**config.mk**
```make
export PLATFORM = sky130hd
export DESIGN_NAME = piecewise_linear_lut_interp_core_flat
export DESIGN_NICKNAME = d
export VERILOG_FILES = /design/src/hw/rtl/plli_pkg.sv /design/src/hw/rtl/plli_if.sv /design/src/hw/rtl/plli_ram.sv /design/src/hw/rtl/piecewise_linear_lut_interp_core.sv /design/src/flat_wrapper.sv
export VERILOG_INCLUDE_DIRS = /design/src /design/src/hw/rtl
export SDC_FILE = /design/constraint.sdc
export NUM_CORES = 2
export LEC_CHECK = 0
export BUFFER_PORTS_ARGS = -buffer_cell sky130_fd_sc_hd__buf_4
export CORE_MARGIN = 2
export CORE_UTILIZATION = 38
export CTS_BUF_LIST = sky130_fd_sc_hd__clkbuf_4 sky130_fd_sc_hd__clkbuf_8 sky130_fd_sc_hd__clkbuf_16
export DETAILED_ROUTE_END_ITERATION = 6
export GPL_TIMING_DRIVEN = 1
export PLACE_DENSITY = 0.58
export SYNTH_ARGS = -nofsm -noshare
export SYNTH_HDL_FRONTEND = slang
export SYNTH_SLANG_ARGS = --single-unit
```
**constraint.sdc**
```tcl
create_clock -name clk -period 21.6 [get_ports clk]
set_input_delay 4.32 -clock clk [delete_from_list [all_inputs] [get_ports clk]]
set_output_delay 4.32 -clock clk [all_outputs]
set_load 0.01 [all_outputs]
```
**src/hw/rtl/assert_macros.svh**
```systemverilog
// Assertion helpers shared by the RTL.
`ifndef ASSERT_MACROS_SVH
`define ASSERT_MACROS_SVH

// Same-cycle implication, disabled during reset.
`define PLLI_ASSERT_IMP(lbl, clk_s, rst_s, ante, cons, msg) \
  lbl: assert property (@(posedge clk_s) disable iff (rst_s) (ante) |-> (cons)) \
    else $error(msg);

// Next-cycle implication, disabled during reset.
`define PLLI_ASSERT_NXT(lbl, clk_s, rst_s, ante, cons, msg) \
  lbl: assert property (@(posedge clk_s) disable iff (rst_s) (ante) |=> (cons)) \
    else $error(msg);

`endif

```
**src/hw/rtl/plli_pkg.sv**
```systemverilog
package plli_pkg;

  localparam int DATA_W = 32;
  localparam int IDX_W  = 4;
  localparam int CNT_W  = 5;

  localparam logic REQ_WRITE = 1'b0;
  localparam logic REQ_QUERY = 1'b1;

  localparam logic [DATA_W-1:0] DATA_MAX = 32'h7fff_ffff;
  localparam logic [DATA_W-1:0] DATA_MIN = 32'h8000_0000;

  typedef enum logic [2:0] {
    ST_INTERP = 3'd0,
    ST_LOW    = 3'd1,
    ST_HIGH   = 3'd2,
    ST_NOSEG  = 3'd3,
    ST_EMPTY  = 3'd4,
    ST_WRITE  = 3'd5
  } status_t;

endpackage

```
**src/hw/rtl/plli_if.sv**
```systemverilog
interface plli_req_if;
  logic                        valid;
  logic                        ready;
  logic                        req_type;
  logic [plli_pkg::IDX_W-1:0]  entry_index;
  logic signed [plli_pkg::DATA_W-1:0] entry_x;
  logic signed [plli_pkg::DATA_W-1:0] entry_y;
  logic signed [plli_pkg::DATA_W-1:0] query_value;

  modport source (output valid, req_type, entry_index, entry_x, entry_y, query_value,
                  input ready);
  modport sink (input valid, req_type, entry_index, entry_x, entry_y, query_value,
                output ready);
endinterface

interface plli_rsp_if;
  logic                        valid;
  logic                        ready;
  logic signed [plli_pkg::DATA_W-1:0] result_value;
  logic [2:0]                  status;
  logic [plli_pkg::IDX_W-1:0]  segment_used;

  modport source (output valid, result_value, status, segment_used, input ready);
  modport sink (input valid, result_value, status, segment_used, output ready);
endinterface

interface plli_cfg_if;
  logic                        valid;
  logic                        ready;
  logic [plli_pkg::CNT_W-1:0]  data;

  modport source (output valid, data, input ready);
  modport sink (input valid, data, output ready);
endinterface

```
**src/hw/rtl/plli_ram.sv**
```systemverilog
module plli_ram #(
  parameter int WIDTH = 64,
  parameter int DEPTH = 16
) (
  input  logic                                        clk,
  input  logic                                        we,
  input  logic [((DEPTH > 1) ? $clog2(DEPTH) : 1)-1:0] waddr,
  input  logic [WIDTH-1:0]                            wdata,
  input  logic [((DEPTH > 1) ? $clog2(DEPTH) : 1)-1:0] raddr,
  output logic [WIDTH-1:0]                            rdata
);

  logic [WIDTH-1:0] mem [DEPTH];

  always_ff @(posedge clk) begin
    if (we) begin
      mem[waddr] <= wdata;
    end
    rdata <= mem[raddr];
  end

endmodule

```
**src/hw/rtl/piecewise_linear_lut_interp_core.sv**
```systemverilog
// Piecewise-linear interpolation over a table of up to TABLE_POINTS (x, y)
// breakpoints in signed Q16.16, held in one RAM that is read one entry per
// cycle. A write word stores one breakpoint and is answered, as are a query
// on an empty table and a clamped query. An interpolating query scans
// segments left to right, one table read per cycle, then runs one 32x32
// multiply and a restoring divider that yields one quotient bit per cycle.
// A query with no usable segment scans up to the last point in use,
// points_in_use capped at TABLE_POINTS. The block takes one word at a time;
// a finished result waits in the output register while the next word is
// accepted.
// points_in_use must be written over the cfg channel only while the block
// is idle; the block itself does not enforce this. Values above TABLE_POINTS
// act as TABLE_POINTS. Table entries read before they are written return
// arbitrary data.
`include "assert_macros.svh"

module piecewise_linear_lut_interp_core #(
  parameter int TABLE_POINTS = 16
) (
  input logic        clk,
  input logic        rst,
  plli_req_if.sink   req,
  plli_rsp_if.source rsp,
  plli_cfg_if.sink   cfg
);

  localparam int DW = plli_pkg::DATA_W;
  localparam int AW = (TABLE_POINTS > 1) ? $clog2(TABLE_POINTS) : 1;
  localparam int DCW = $clog2(DW);

  typedef enum logic [3:0] {
    S_IDLE, S_WAIT, S_LAST, S_FIRST, S_SCAN, S_MUL, S_DIV, S_FIN, S_EMIT
  } state_t;

  state_t state;

  logic [plli_pkg::CNT_W-1:0] points;
  logic [AW-1:0]              last_idx;
  logic [AW-1:0]              rd_addr;
  logic [AW-1:0]              k;
  logic [AW-1:0]              seg;
  logic signed [DW-1:0]       q;
  logic signed [DW-1:0]       xa;
  logic signed [DW-1:0]       ya;
  logic [DW-1:0]              yl;
  logic signed [DW-1:0]       xl;
  logic [DW-1:0]              dq;
  logic [DW-1:0]              mag;
  logic [DW-1:0]              span;
  logic                       neg;
  logic [2*DW-1:0]            acc;
  logic [DCW-1:0]             div_cnt;

  logic [DW-1:0]              res_value;
  plli_pkg::status_t          res_status;
  logic [plli_pkg::IDX_W-1:0] res_seg;

  logic                       rsp_valid;
  logic [DW-1:0]              rsp_value;
  logic [2:0]                 rsp_status;
  logic [plli_pkg::IDX_W-1:0] rsp_seg;

  // table memory: x in the high half, y in the low half
  logic                       ram_we;
  logic [2*DW-1:0]            ram_rdata;

  logic                       req_fire;
  logic [AW-1:0]              last_calc;
  logic signed [DW-1:0]       cur_x;
  logic signed [DW-1:0]       cur_y;
  logic                       hit;
  logic [DW:0]                span_w;
  logic [DW:0]                dq_w;
  logic [DW:0]                dy_w;
  logic [DW:0]                dy_neg;
  logic [DW:0]                trial;
  logic [DW+1:0]              r_w;
  logic [2*DW-1:0]            prod;

  assign req.ready   = (state == S_IDLE);
  assign cfg.ready   = 1'b1;
  assign req_fire    = req.valid && req.ready;
  assign ram_we      = req_fire && (req.req_type == plli_pkg::REQ_WRITE) &&
                       (int'(req.entry_index) < TABLE_POINTS);

  assign rsp.valid        = rsp_valid;
  assign rsp.result_value = rsp_value;
  assign rsp.status       = rsp_status;
  assign rsp.segment_used = rsp_seg;

  plli_ram #(
    .WIDTH (2 * DW),
    .DEPTH (TABLE_POINTS)
  ) u_table (
    .clk   (clk),
    .we    (ram_we),
    .waddr (AW'(req.entry_index)),
    .wdata ({req.entry_x, req.entry_y}),
    .raddr (rd_addr),
    .rdata (ram_rdata)
  );

  always_comb begin
    if (int'(points) >= TABLE_POINTS) begin
      last_calc = AW'(TABLE_POINTS - 1);
    end else begin
      last_calc = AW'(int'(points) - 1);
    end
    cur_x  = signed'(ram_rdata[2*DW-1:DW]);
    cur_y  = signed'(ram_rdata[DW-1:0]);
    hit    = (q >= xa) && (q <= cur_x) && (cur_x > xa);
    span_w = {cur_x[DW-1], cur_x} - {xa[DW-1], xa};
    dq_w   = {q[DW-1], q} - {xa[DW-1], xa};
    dy_w   = {cur_y[DW-1], cur_y} - {ya[DW-1], ya};
    dy_neg = -dy_w;
    prod   = (2*DW)'(dq) * (2*DW)'(mag);
    // partial remainder shifted left by one, less the divisor
    trial  = acc[2*DW-1:DW-1] - {1'b0, span};
    if (neg) begin
      r_w = {{2{ya[DW-1]}}, ya} - {2'b00, acc[DW-1:0]};
    end else begin
      r_w = {{2{ya[DW-1]}}, ya} + {2'b00, acc[DW-1:0]};
    end
  end

  always_ff @(posedge clk) begin
    if (rst) begin
      state     <= S_IDLE;
      rsp_valid <= 1'b0;
      points    <= '0;
    end else begin
      if (cfg.valid && cfg.ready) begin
        points <= cfg.data;
      end
      // a new word loaded in S_EMIT keeps the output valid
      if (rsp_valid && rsp.ready && state != S_EMIT) begin
        rsp_valid <= 1'b0;
      end

      unique case (state)
        S_IDLE: begin
          if (req_fire) begin
            q        <= req.query_value;
            last_idx <= last_calc;
            rd_addr  <= last_calc;
            res_seg  <= '0;
            if (req.req_type == plli_pkg::REQ_WRITE) begin
              res_value  <= '0;
              res_status <= plli_pkg::ST_WRITE;
              state      <= S_EMIT;
            end else if (points == '0) begin
              res_value  <= '0;
              res_status <= plli_pkg::ST_EMPTY;
              state      <= S_EMIT;
            end else begin
              state <= S_WAIT;
            end
          end
        end

        S_WAIT: begin
          rd_addr <= '0;
          state   <= S_LAST;
        end

        S_LAST: begin
          xl      <= cur_x;
          yl      <= cur_y;
          rd_addr <= AW'(1);
          state   <= S_FIRST;
        end

        S_FIRST: begin
          if (rd_addr != last_idx) begin
            rd_addr <= rd_addr + AW'(1);
          end
          if (q <= cur_x) begin
            res_value  <= cur_y;
            res_status <= plli_pkg::ST_LOW;
            state      <= S_EMIT;
          end else if (q >= xl) begin
            res_value  <= yl;
            res_status <= plli_pkg::ST_HIGH;
            state      <= S_EMIT;
          end else begin
            xa    <= cur_x;
            ya    <= cur_y;
            k     <= AW'(1);
            state <= S_SCAN;
          end
        end

        S_SCAN: begin
          if (rd_addr != last_idx) begin
            rd_addr <= rd_addr + AW'(1);
          end
          if (hit) begin
            span  <= span_w[DW-1:0];
            dq    <= dq_w[DW-1:0];
            neg   <= dy_w[DW];
            mag   <= dy_w[DW] ? dy_neg[DW-1:0] : dy_w[DW-1:0];
            seg   <= k - AW'(1);
            state <= S_MUL;
          end else if (k == last_idx) begin
            res_value  <= yl;
            res_status <= plli_pkg::ST_NOSEG;
            state      <= S_EMIT;
          end else begin
            xa <= cur_x;
            ya <= cur_y;
            k  <= k + AW'(1);
          end
        end

        S_MUL: begin
          acc     <= prod;
          div_cnt <= DCW'(DW - 1);
          state   <= S_DIV;
        end

        // restoring division, one quotient bit per cycle
        S_DIV: begin
          if (!trial[DW]) begin
            acc <= {trial[DW-1:0], acc[DW-2:0], 1'b1};
          end else begin
            acc <= {acc[2*DW-2:0], 1'b0};
          end
          if (div_cnt == '0) begin
            state <= S_FIN;
          end else begin
            div_cnt <= div_cnt - DCW'(1);
          end
        end

        S_FIN: begin
          if (r_w[DW+1:DW-1] == 3'b000 || r_w[DW+1:DW-1] == 3'b111) begin
            res_value <= r_w[DW-1:0];
          end else if (r_w[DW+1]) begin
            res_value <= plli_pkg::DATA_MIN;
          end else begin
            res_value <= plli_pkg::DATA_MAX;
          end
          res_status <= plli_pkg::ST_INTERP;
          res_seg    <= plli_pkg::IDX_W'(seg);
          state      <= S_EMIT;
        end

        S_EMIT: begin
          if (!rsp_valid || rsp.ready) begin
            rsp_valid  <= 1'b1;
            rsp_value  <= res_value;
            rsp_status <= res_status;
            rsp_seg    <= res_seg;
            state      <= S_IDLE;
          end
        end

        default: begin
          state <= S_IDLE;
        end
      endcase
    end
  end

  // quotient must fit 32 bits: high half of the product below the divisor
  `PLLI_ASSERT_NXT(a_div_fits, clk, rst, state == S_MUL,
                   acc[2*DW-1:DW] < span, "product overflows divider")

  `PLLI_ASSERT_IMP(a_div_rem, clk, rst, state == S_FIN,
                   acc[2*DW-1:DW] < span, "remainder not below divisor")

  `PLLI_ASSERT_IMP(a_seg_range, clk, rst, state == S_FIN,
                   seg < last_idx, "segment beyond last point")

  `PLLI_ASSERT_NXT(a_empty, clk, rst,
                   req_fire && req.req_type == plli_pkg::REQ_QUERY && points == '0,
                   state == S_EMIT && res_status == plli_pkg::ST_EMPTY,
                   "empty table query mishandled")

endmodule
```
**src/flat_wrapper.sv**
```systemverilog
// flat-port wrapper written by rule: the top's interface ports become plain ports
module piecewise_linear_lut_interp_core_flat 
#(
  parameter int TABLE_POINTS = 16
)
  (clk, rst, req_valid, req_req_type, req_entry_index, req_entry_x, req_entry_y, req_query_value, req_ready, rsp_valid, rsp_result_value, rsp_status, rsp_segment_used, rsp_ready, cfg_valid, cfg_data, cfg_ready);
  plli_req_if req_i ();
  plli_rsp_if rsp_i ();
  plli_cfg_if cfg_i ();
  input logic clk;
  input logic rst;
  input wire logic [$bits(req_i.valid)-1:0] req_valid;
  input wire logic [$bits(req_i.req_type)-1:0] req_req_type;
  input wire logic [$bits(req_i.entry_index)-1:0] req_entry_index;
  input wire logic [$bits(req_i.entry_x)-1:0] req_entry_x;
  input wire logic [$bits(req_i.entry_y)-1:0] req_entry_y;
  input wire logic [$bits(req_i.query_value)-1:0] req_query_value;
  output wire logic [$bits(req_i.ready)-1:0] req_ready;
  output wire logic [$bits(rsp_i.valid)-1:0] rsp_valid;
  output wire logic [$bits(rsp_i.result_value)-1:0] rsp_result_value;
  output wire logic [$bits(rsp_i.status)-1:0] rsp_status;
  output wire logic [$bits(rsp_i.segment_used)-1:0] rsp_segment_used;
  input wire logic [$bits(rsp_i.ready)-1:0] rsp_ready;
  input wire logic [$bits(cfg_i.valid)-1:0] cfg_valid;
  input wire logic [$bits(cfg_i.data)-1:0] cfg_data;
  output wire logic [$bits(cfg_i.ready)-1:0] cfg_ready;
  assign req_i.valid = req_valid;
  assign req_i.req_type = req_req_type;
  assign req_i.entry_index = req_entry_index;
  assign req_i.entry_x = req_entry_x;
  assign req_i.entry_y = req_entry_y;
  assign req_i.query_value = req_query_value;
  assign req_ready = req_i.ready;
  assign rsp_valid = rsp_i.valid;
  assign rsp_result_value = rsp_i.result_value;
  assign rsp_status = rsp_i.status;
  assign rsp_segment_used = rsp_i.segment_used;
  assign rsp_i.ready = rsp_ready;
  assign cfg_i.valid = cfg_valid;
  assign cfg_i.data = cfg_data;
  assign cfg_ready = cfg_i.ready;
  piecewise_linear_lut_interp_core #(.TABLE_POINTS(TABLE_POINTS)) u_core (.clk(clk), .rst(rst), .req(req_i), .rsp(rsp_i), .cfg(cfg_i));
endmodule
```
-- After elaboration in Yosys (flattened, before gate mapping)
Memory sizes are Yosys's and may differ from the RTL's. A register that Yosys moved wholly into a read port is not among the register bits.
Index checks and enable logic that the tools add are counted.
- multipliers: 1
- add/subtract/negate cells: 12
- eq/ne operators: 25
- shift operators: 0
- reductions and logical operators: 30
- mux-type cells: 60
- divide/modulo/power cells: 0
- magnitude comparators: 5
- bitwise gates (word level): 2
- operators by type and width (kind ; number):
    two-way mux 32 bit ; 18
    case mux 32 bit (2 select lines) ; 2
    case mux 32 bit (4 select lines) ; 1
    case mux 64 bit (2 select lines) ; 1
    two-way mux 4 bit ; 17
    greater-or-equal comparator 32 bit ; 2
    multiplier 32 x 32 -> 64 bit ; 1
    two-way mux 64 bit ; 1
    subtractor 32 bit ; 2
    case mux 4 bit (9 select lines) ; 1
    adder 32 x 33 -> 34 bit ; 1
    two-way mux 34 bit ; 1
    subtractor 32 x 33 -> 34 bit ; 1
    subtractor 32 x 32 -> 33 bit ; 1
    subtractor 33 x 32 -> 33 bit ; 1
    > comparator 32 bit ; 1
    less-or-equal comparator 32 bit ; 1
    negator 32 bit ; 1
    two-way mux 3 bit ; 7
    == test 4 x 3 -> 1 bit (second input constant) ; 4
    case mux 4 bit (2 select lines) ; 2
    case mux 4 bit (4 select lines) ; 1
    AND reduction 3 bit ; 5
    inequality test 2 bit (second input constant) ; 6
    other kinds (32) ; 56
- memories: 1
- output and inout bits: 42
- memory bits (writable): 1024
- bits in latches: 0
- flip-flop bits (word level): 430
- input port bits: 111
- bits in read-only memories: 0
- memory list (name ; words ; width ; read ports ; clocked after Yosys merged registers in ; write ports ; line ; RTL):
    u_core.u_table.mem ; 16 ; 64 ; 1 ; 1 ; 1 ; plli_ram.sv:13 ; logic [WIDTH-1:0] mem [DEPTH];

-- Longest topological paths before layout
- depth after elaboration: 6
- gate-level depth with buffers: 29
- depth with buffers taken out: 27

-- Hierarchy
From an unflattened synthesis, not the netlist that was laid out.
- cells, all modules: 7805
- area, all modules: 99531.7 µm²
- by module, submodules not included (module ; times used ; cells an instance ; seq. area each (µm²) ; area each (µm²)):
    piecewise_linear_lut_interp_core ; 1 ; 6158 ; 12812.3 ; 59950.0
    plli_ram ; 1 ; 1647 ; 32030.7 ; 39581.7

-- Least setup slack after synthesis
OpenSTA, ideal clock, no wires.
- path kind: input to register
- start point: in rst
- end point: reg u_core.dq[0] (enable)
- stages on the path: 2
- setup slack: 9520 ps
- path buffers: 1
- required time: 20916 ps
- arrival time: 11397 ps
- cell sequence: clkbuf_1 -> nor3_1
- word-level cells in the longest chain between the ends: 2
- RTL lines (element ; line ; RTL):
    start: declaration ; flat_wrapper.sv:11 ; input logic rst;
    NOT 1 bit (no line) ; -- ;
    AND reduction 3 bit (no line) ; -- ;
    end signal: assignment ; piecewise_linear_lut_interp_core.sv:199 ; dq <= dq_w[DW-1:0];
    end: declaration ; piecewise_linear_lut_interp_core.sv:47 ; logic [DW-1:0] dq;
Every way passes these cells.
A chain may end at the register's enable or synchronous reset.

-- Worst setup path in the final report
- start point: reg u_core.mag[5]
- end point: reg u_core.acc[48], data pin
- word-level cells in the longest chain between the ends: 2
- RTL lines (element ; line ; RTL):
    start: declaration ; piecewise_linear_lut_interp_core.sv:48 ; logic [DW-1:0] mag;
    start signal: assignment ; piecewise_linear_lut_interp_core.sv:201 ; mag <= dy_w[DW] ? dy_neg[DW-1:0] : dy_w[DW-1:0];
    multiplier 32 x 32 -> 64 bit ; piecewise_linear_lut_interp_core.sv:116 ; prod = (2*DW)'(dq) * (2*DW)'(mag);
    case mux 64 bit (2 select lines) ; piecewise_linear_lut_interp_core.sv:140 ; unique case (state)
    end signal: assignment ; piecewise_linear_lut_interp_core.sv:216 ; acc <= prod;
    end signal: assignment ; piecewise_linear_lut_interp_core.sv:224 ; acc <= {trial[DW-1:0], acc[DW-2:0], 1'b1};
    end signal: assignment ; piecewise_linear_lut_interp_core.sv:226 ; acc <= {acc[2*DW-2:0], 1'b0};
    end: declaration ; piecewise_linear_lut_interp_core.sv:51 ; logic [2*DW-1:0] acc;
Every way passes these cells.

==> results.yml <==
outcome:
  run_status: "finished, final reports clean"
detailed_routing:
  detail_route.drc_violations: 0
  route.vias.total: 60790
  routed_length_per_placed_instance_um: 23.27
  drt-vias-per-instance: 5.294
  drt_iter0_drc: 4949
  route.antenna.remaining_nets: 0
  drt_pass1_iterations: 6
  drt-total-wl_um: 267200
sta:
  final_period_minus_worst_setup_slack_ns: 9.187
  finalSetupViolCount: 0
  period_share_pct: 42.53
  worst_setup_skew_after_layout_ns: 0.06730
  timing.final.hold_violations: 0
  worst_max_slew_pin_slew_ns: 1.236
  final.setup.tns_ns: 0
  worst_slew_margin_rel_pct: 17.61
  clock.fmax_ghz: 0.1089
  setup_repair_after_global_routing_missed_its_margin: "no"
  timing.final.max_slew_violations: 0
setup_path:
  crit_path_start_kind: "flip-flop"
  worst-endpoint-arrival_ns: 9.70
  maximum_net_fanout_on_the_critical_path: 32
  crit_type: "flip-flop to flip-flop"
  setup.worst_path.end_class: "flip-flop"
  timing.critical_path.required_ns: 22.11
synthesis:
  synth_top_area_share_pct: 43.29
  avgSynthCellArea_um2: 12.89
  post_synth_instance_area_um2: 100200
  synth_nets: 9278
  synth-async-reset-ratio_pct: 0
  synth.cells.most_frequent: "1,444 x sky130_fd_sc_hd__edfxtp_1, 1,086 x sky130_fd_sc_hd__inv_1, 901 x sky130_fd_sc_hd__fa_1, 628 x sky130_fd_sc_hd__nand2_1, 623 x sky130_fd_sc_hd__and2_1"
  yosysTopAreaCell: "sky130_fd_sc_hd__edfxtp_1"
  dominantRegCellSynth: "sky130_fd_sc_hd__edfxtp_1"
  seq_area_frac_synth_pct: 44.77
  synth.yosys.warnings: 0
  netlist_instances: 7770
  synth_edf_count: 1444
  synth_seq_cells: 1518
  yosys.cell_types.count: 110
  synthTopCellsByArea: "sky130_fd_sc_hd__edfxtp_1 43%, sky130_fd_sc_hd__fa_1 18%, sky130_fd_sc_hd__mux4_2 7.2%"
  post-synth-top-count-cell: "sky130_fd_sc_hd__edfxtp_1"
cts:
  postCtsResizedCells: 0
  clk_pin_slew_worst_paths_ns: 0.07
  cts_buffer_depth: 3
  clock_insertion_delay_worst_skew_ns: 0.83
  clock_tree.root_cell: "sky130_fd_sc_hd__clkbuf_16"
  cts_htree_levels: 4
  post-cts-setup-buffer-count: 0
  sinks_on_the_clock_net: 1518
  tritoncts.num_buffers: 152
  hold_buffers: 0
  cts_tree: "done"
die:
  core.rowCount: 188
  dieWidth_um: 517.4
  start_util_pct: 38.19
  floorplan.die_area_um2: 267700
  placeable_core_area_um2: 262300
  floorplan.die.height_um: 517.4
  floorplan.io_pins: 153
placed_design:
  dp_hpwl_um: 181800
  port-buffer-count: 151
  globalplace.congestion: 0.8879
global_routing:
  grt_util_met1_pct: 27.25
  grt_max_degree: 132
  globalRouteTotalUtil_pct: 20.24
  grt.overflow.total: 0
  grt_busiest_layer: "met2"
  grt_first_pass_wirelength_um: 408400
  antenna_found_initial: 25
  grt_util_met3_pct: 3.265
  via_count_of_the_first_global_routing_pass: 64920
  use_met2_pct: 33.90
layout:
  layout.core_utilization_pct: 42.20
  area.growth.synth_to_final_pct: 10.49
  post_route_cells_drive_above_1_share_pct: 11.69
  finalNetCount: 9341
flow_run:
  drv.max_cap_violation_count: 0
hold_path:
  min-delay-path-class: "flip-flop to flip-flop"
layout make-up:
class | instances | area (µm²)
Antenna cell | 6 | 15.01
Clock buffer | 194 | 4227
Clock inverter | 90 | 1070
Fill cell | 24220 | 151600
Inverter | 1086 | 4076
Multi-Input combinational cell | 4804 | 49970
Sequential cell | 1518 | 44840
Tap cell | 3515 | 4398
Timing Repair Buffer | 271 | 2072
stage by stage:
step                      instances  setup slack, ns  hold WS (ns)  cell area, µm²
after floorplan                7770            9.520        0.4003          100200
after global placement        11190            12.59        0.4081          105400
after detailed placement      11190            12.51        0.4045          105400
after CTS                     11480            12.39        0.3920          110700
after global routing          11480            12.11        0.4114          110700
final                         11480            12.41        0.4025          110700
cells by family (layout without fill, tap and decap cells):
family | after synthesis | after routing | share of synthesized area (%)
xor+xnor | 270 | 270 | 2.380
other cells | 1 | 7 | 0.003744
mux | 353 | 353 | 7.527
simple gates | 1871 | 1871 | 9.562
flops | 1518 | 1518 | 44.77
compound gates | 912 | 912 | 6.031
fa+ha+maj | 1397 | 1397 | 24.20
buf+inv | 1448 | 1641 | 5.523
registers in the layout, indices dropped and copies added (netlist names), 5 cells and up:
register,count
u_core.span,32
u_core.q,32
u_core.div_cnt,5
u_core.mag,32
u_core.yl,32
u_core.xa,32
u_core.xl,32
u_core.u_table.mem,1024
u_core.rsp.result_value,32
u_core.points,5
u_core.acc,64
u_core.dq,32
u_core.u_table.rdata,64
u_core.res_value,32
u_core.ya,32
cell usage in the layout (no fill, tap or decap), types with 20 or more instances in the layout:
master / Yosys / layout
sky130_fd_sc_hd__and2_1: 623 / 623
sky130_fd_sc_hd__and3_1: 31 / 31
sky130_fd_sc_hd__a21oi_1: 256 / 256
sky130_fd_sc_hd__fa_1: 901 / 901
sky130_fd_sc_hd__mux4_2: 320 / 320
sky130_fd_sc_hd__edfxtp_1: 1444 / 1444
sky130_fd_sc_hd__clkinv_2: 0 / 20
sky130_fd_sc_hd__nand3_1: 76 / 76
sky130_fd_sc_hd__o21ai_0: 144 / 144
sky130_fd_sc_hd__xor2_1: 83 / 82
sky130_fd_sc_hd__nand4_1: 52 / 52
sky130_fd_sc_hd__mux2i_1: 31 / 31
sky130_fd_sc_hd__inv_1: 1086 / 1086
sky130_fd_sc_hd__clkinv_1: 0 / 24
sky130_fd_sc_hd__o21bai_1: 30 / 30
sky130_fd_sc_hd__nor2_1: 224 / 210
sky130_fd_sc_hd__o211ai_1: 47 / 47
sky130_fd_sc_hd__nor2b_1: 36 / 35
sky130_fd_sc_hd__a22oi_1: 36 / 36
sky130_fd_sc_hd__o21a_1: 31 / 31
sky130_fd_sc_hd__nand2_1: 628 / 627
sky130_fd_sc_hd__ha_1: 496 / 496
sky130_fd_sc_hd__clkbuf_16: 0 / 156
sky130_fd_sc_hd__dfxtp_1: 74 / 74
sky130_fd_sc_hd__nor3_1: 55 / 48
sky130_fd_sc_hd__a21o_1: 149 / 149
sky130_fd_sc_hd__nor4_1: 22 / 21
sky130_fd_sc_hd__nand2b_1: 38 / 38
sky130_fd_sc_hd__a31oi_1: 38 / 38
sky130_fd_sc_hd__clkbuf_4: 0 / 32
sky130_fd_sc_hd__xnor2_1: 186 / 185
sky130_fd_sc_hd__buf_4: 3 / 268
worst max-delay path, stage by stage (launching register included):
cell                       delay (ns)
sky130_fd_sc_hd__edfxtp_1        1.17
sky130_fd_sc_hd__and2_1          0.28
sky130_fd_sc_hd__fa_1            0.42
sky130_fd_sc_hd__fa_1            0.50
sky130_fd_sc_hd__fa_1            0.52
sky130_fd_sc_hd__inv_1           0.05
sky130_fd_sc_hd__fa_1            0.48
sky130_fd_sc_hd__inv_1           0.06
sky130_fd_sc_hd__fa_1            0.50
sky130_fd_sc_hd__inv_1           0.05
sky130_fd_sc_hd__fa_1            0.54
sky130_fd_sc_hd__inv_1           0.05
sky130_fd_sc_hd__fa_1            0.50
sky130_fd_sc_hd__fa_1            0.46
sky130_fd_sc_hd__ha_1            0.38
sky130_fd_sc_hd__nand2_1         0.14
sky130_fd_sc_hd__nor2_1          0.08
sky130_fd_sc_hd__and4_1          0.24
sky130_fd_sc_hd__a41oi_1         0.22
sky130_fd_sc_hd__nand3_1         0.23
sky130_fd_sc_hd__a31oi_1         0.56
sky130_fd_sc_hd__o31ai_1         0.14
sky130_fd_sc_hd__buf_4           0.17
sky130_fd_sc_hd__a31oi_1         0.60
sky130_fd_sc_hd__o21ai_0         0.23
sky130_fd_sc_hd__xnor2_1         0.24
sky130_fd_sc_hd__mux2i_1         0.10
worst paths after layout:
check                       startpoint                   end  slack, ns  cells after the start
setup / recovery         u_core.mag[5]        u_core.acc[48]      12.41                     26
hold / removal    u_core.res_status[0]  u_core.rsp.status[0]       0.40                      0
setup reg to reg         u_core.mag[5]        u_core.acc[48]      12.41                     26
hold reg to reg   u_core.res_status[0]  u_core.rsp.status[0]       0.40                      0
per-layer routing:
metal,share of wire (%),vias to the layer above
li1,-,26920
met1,43,31640
met2,49,1812
met3,6.1,398
met4,2.7,26
met5,0.063,-
Power is left out: the tool's default activity adds up to more than one toggle a clock period on the data nets, which glitch-free logic cannot reach.
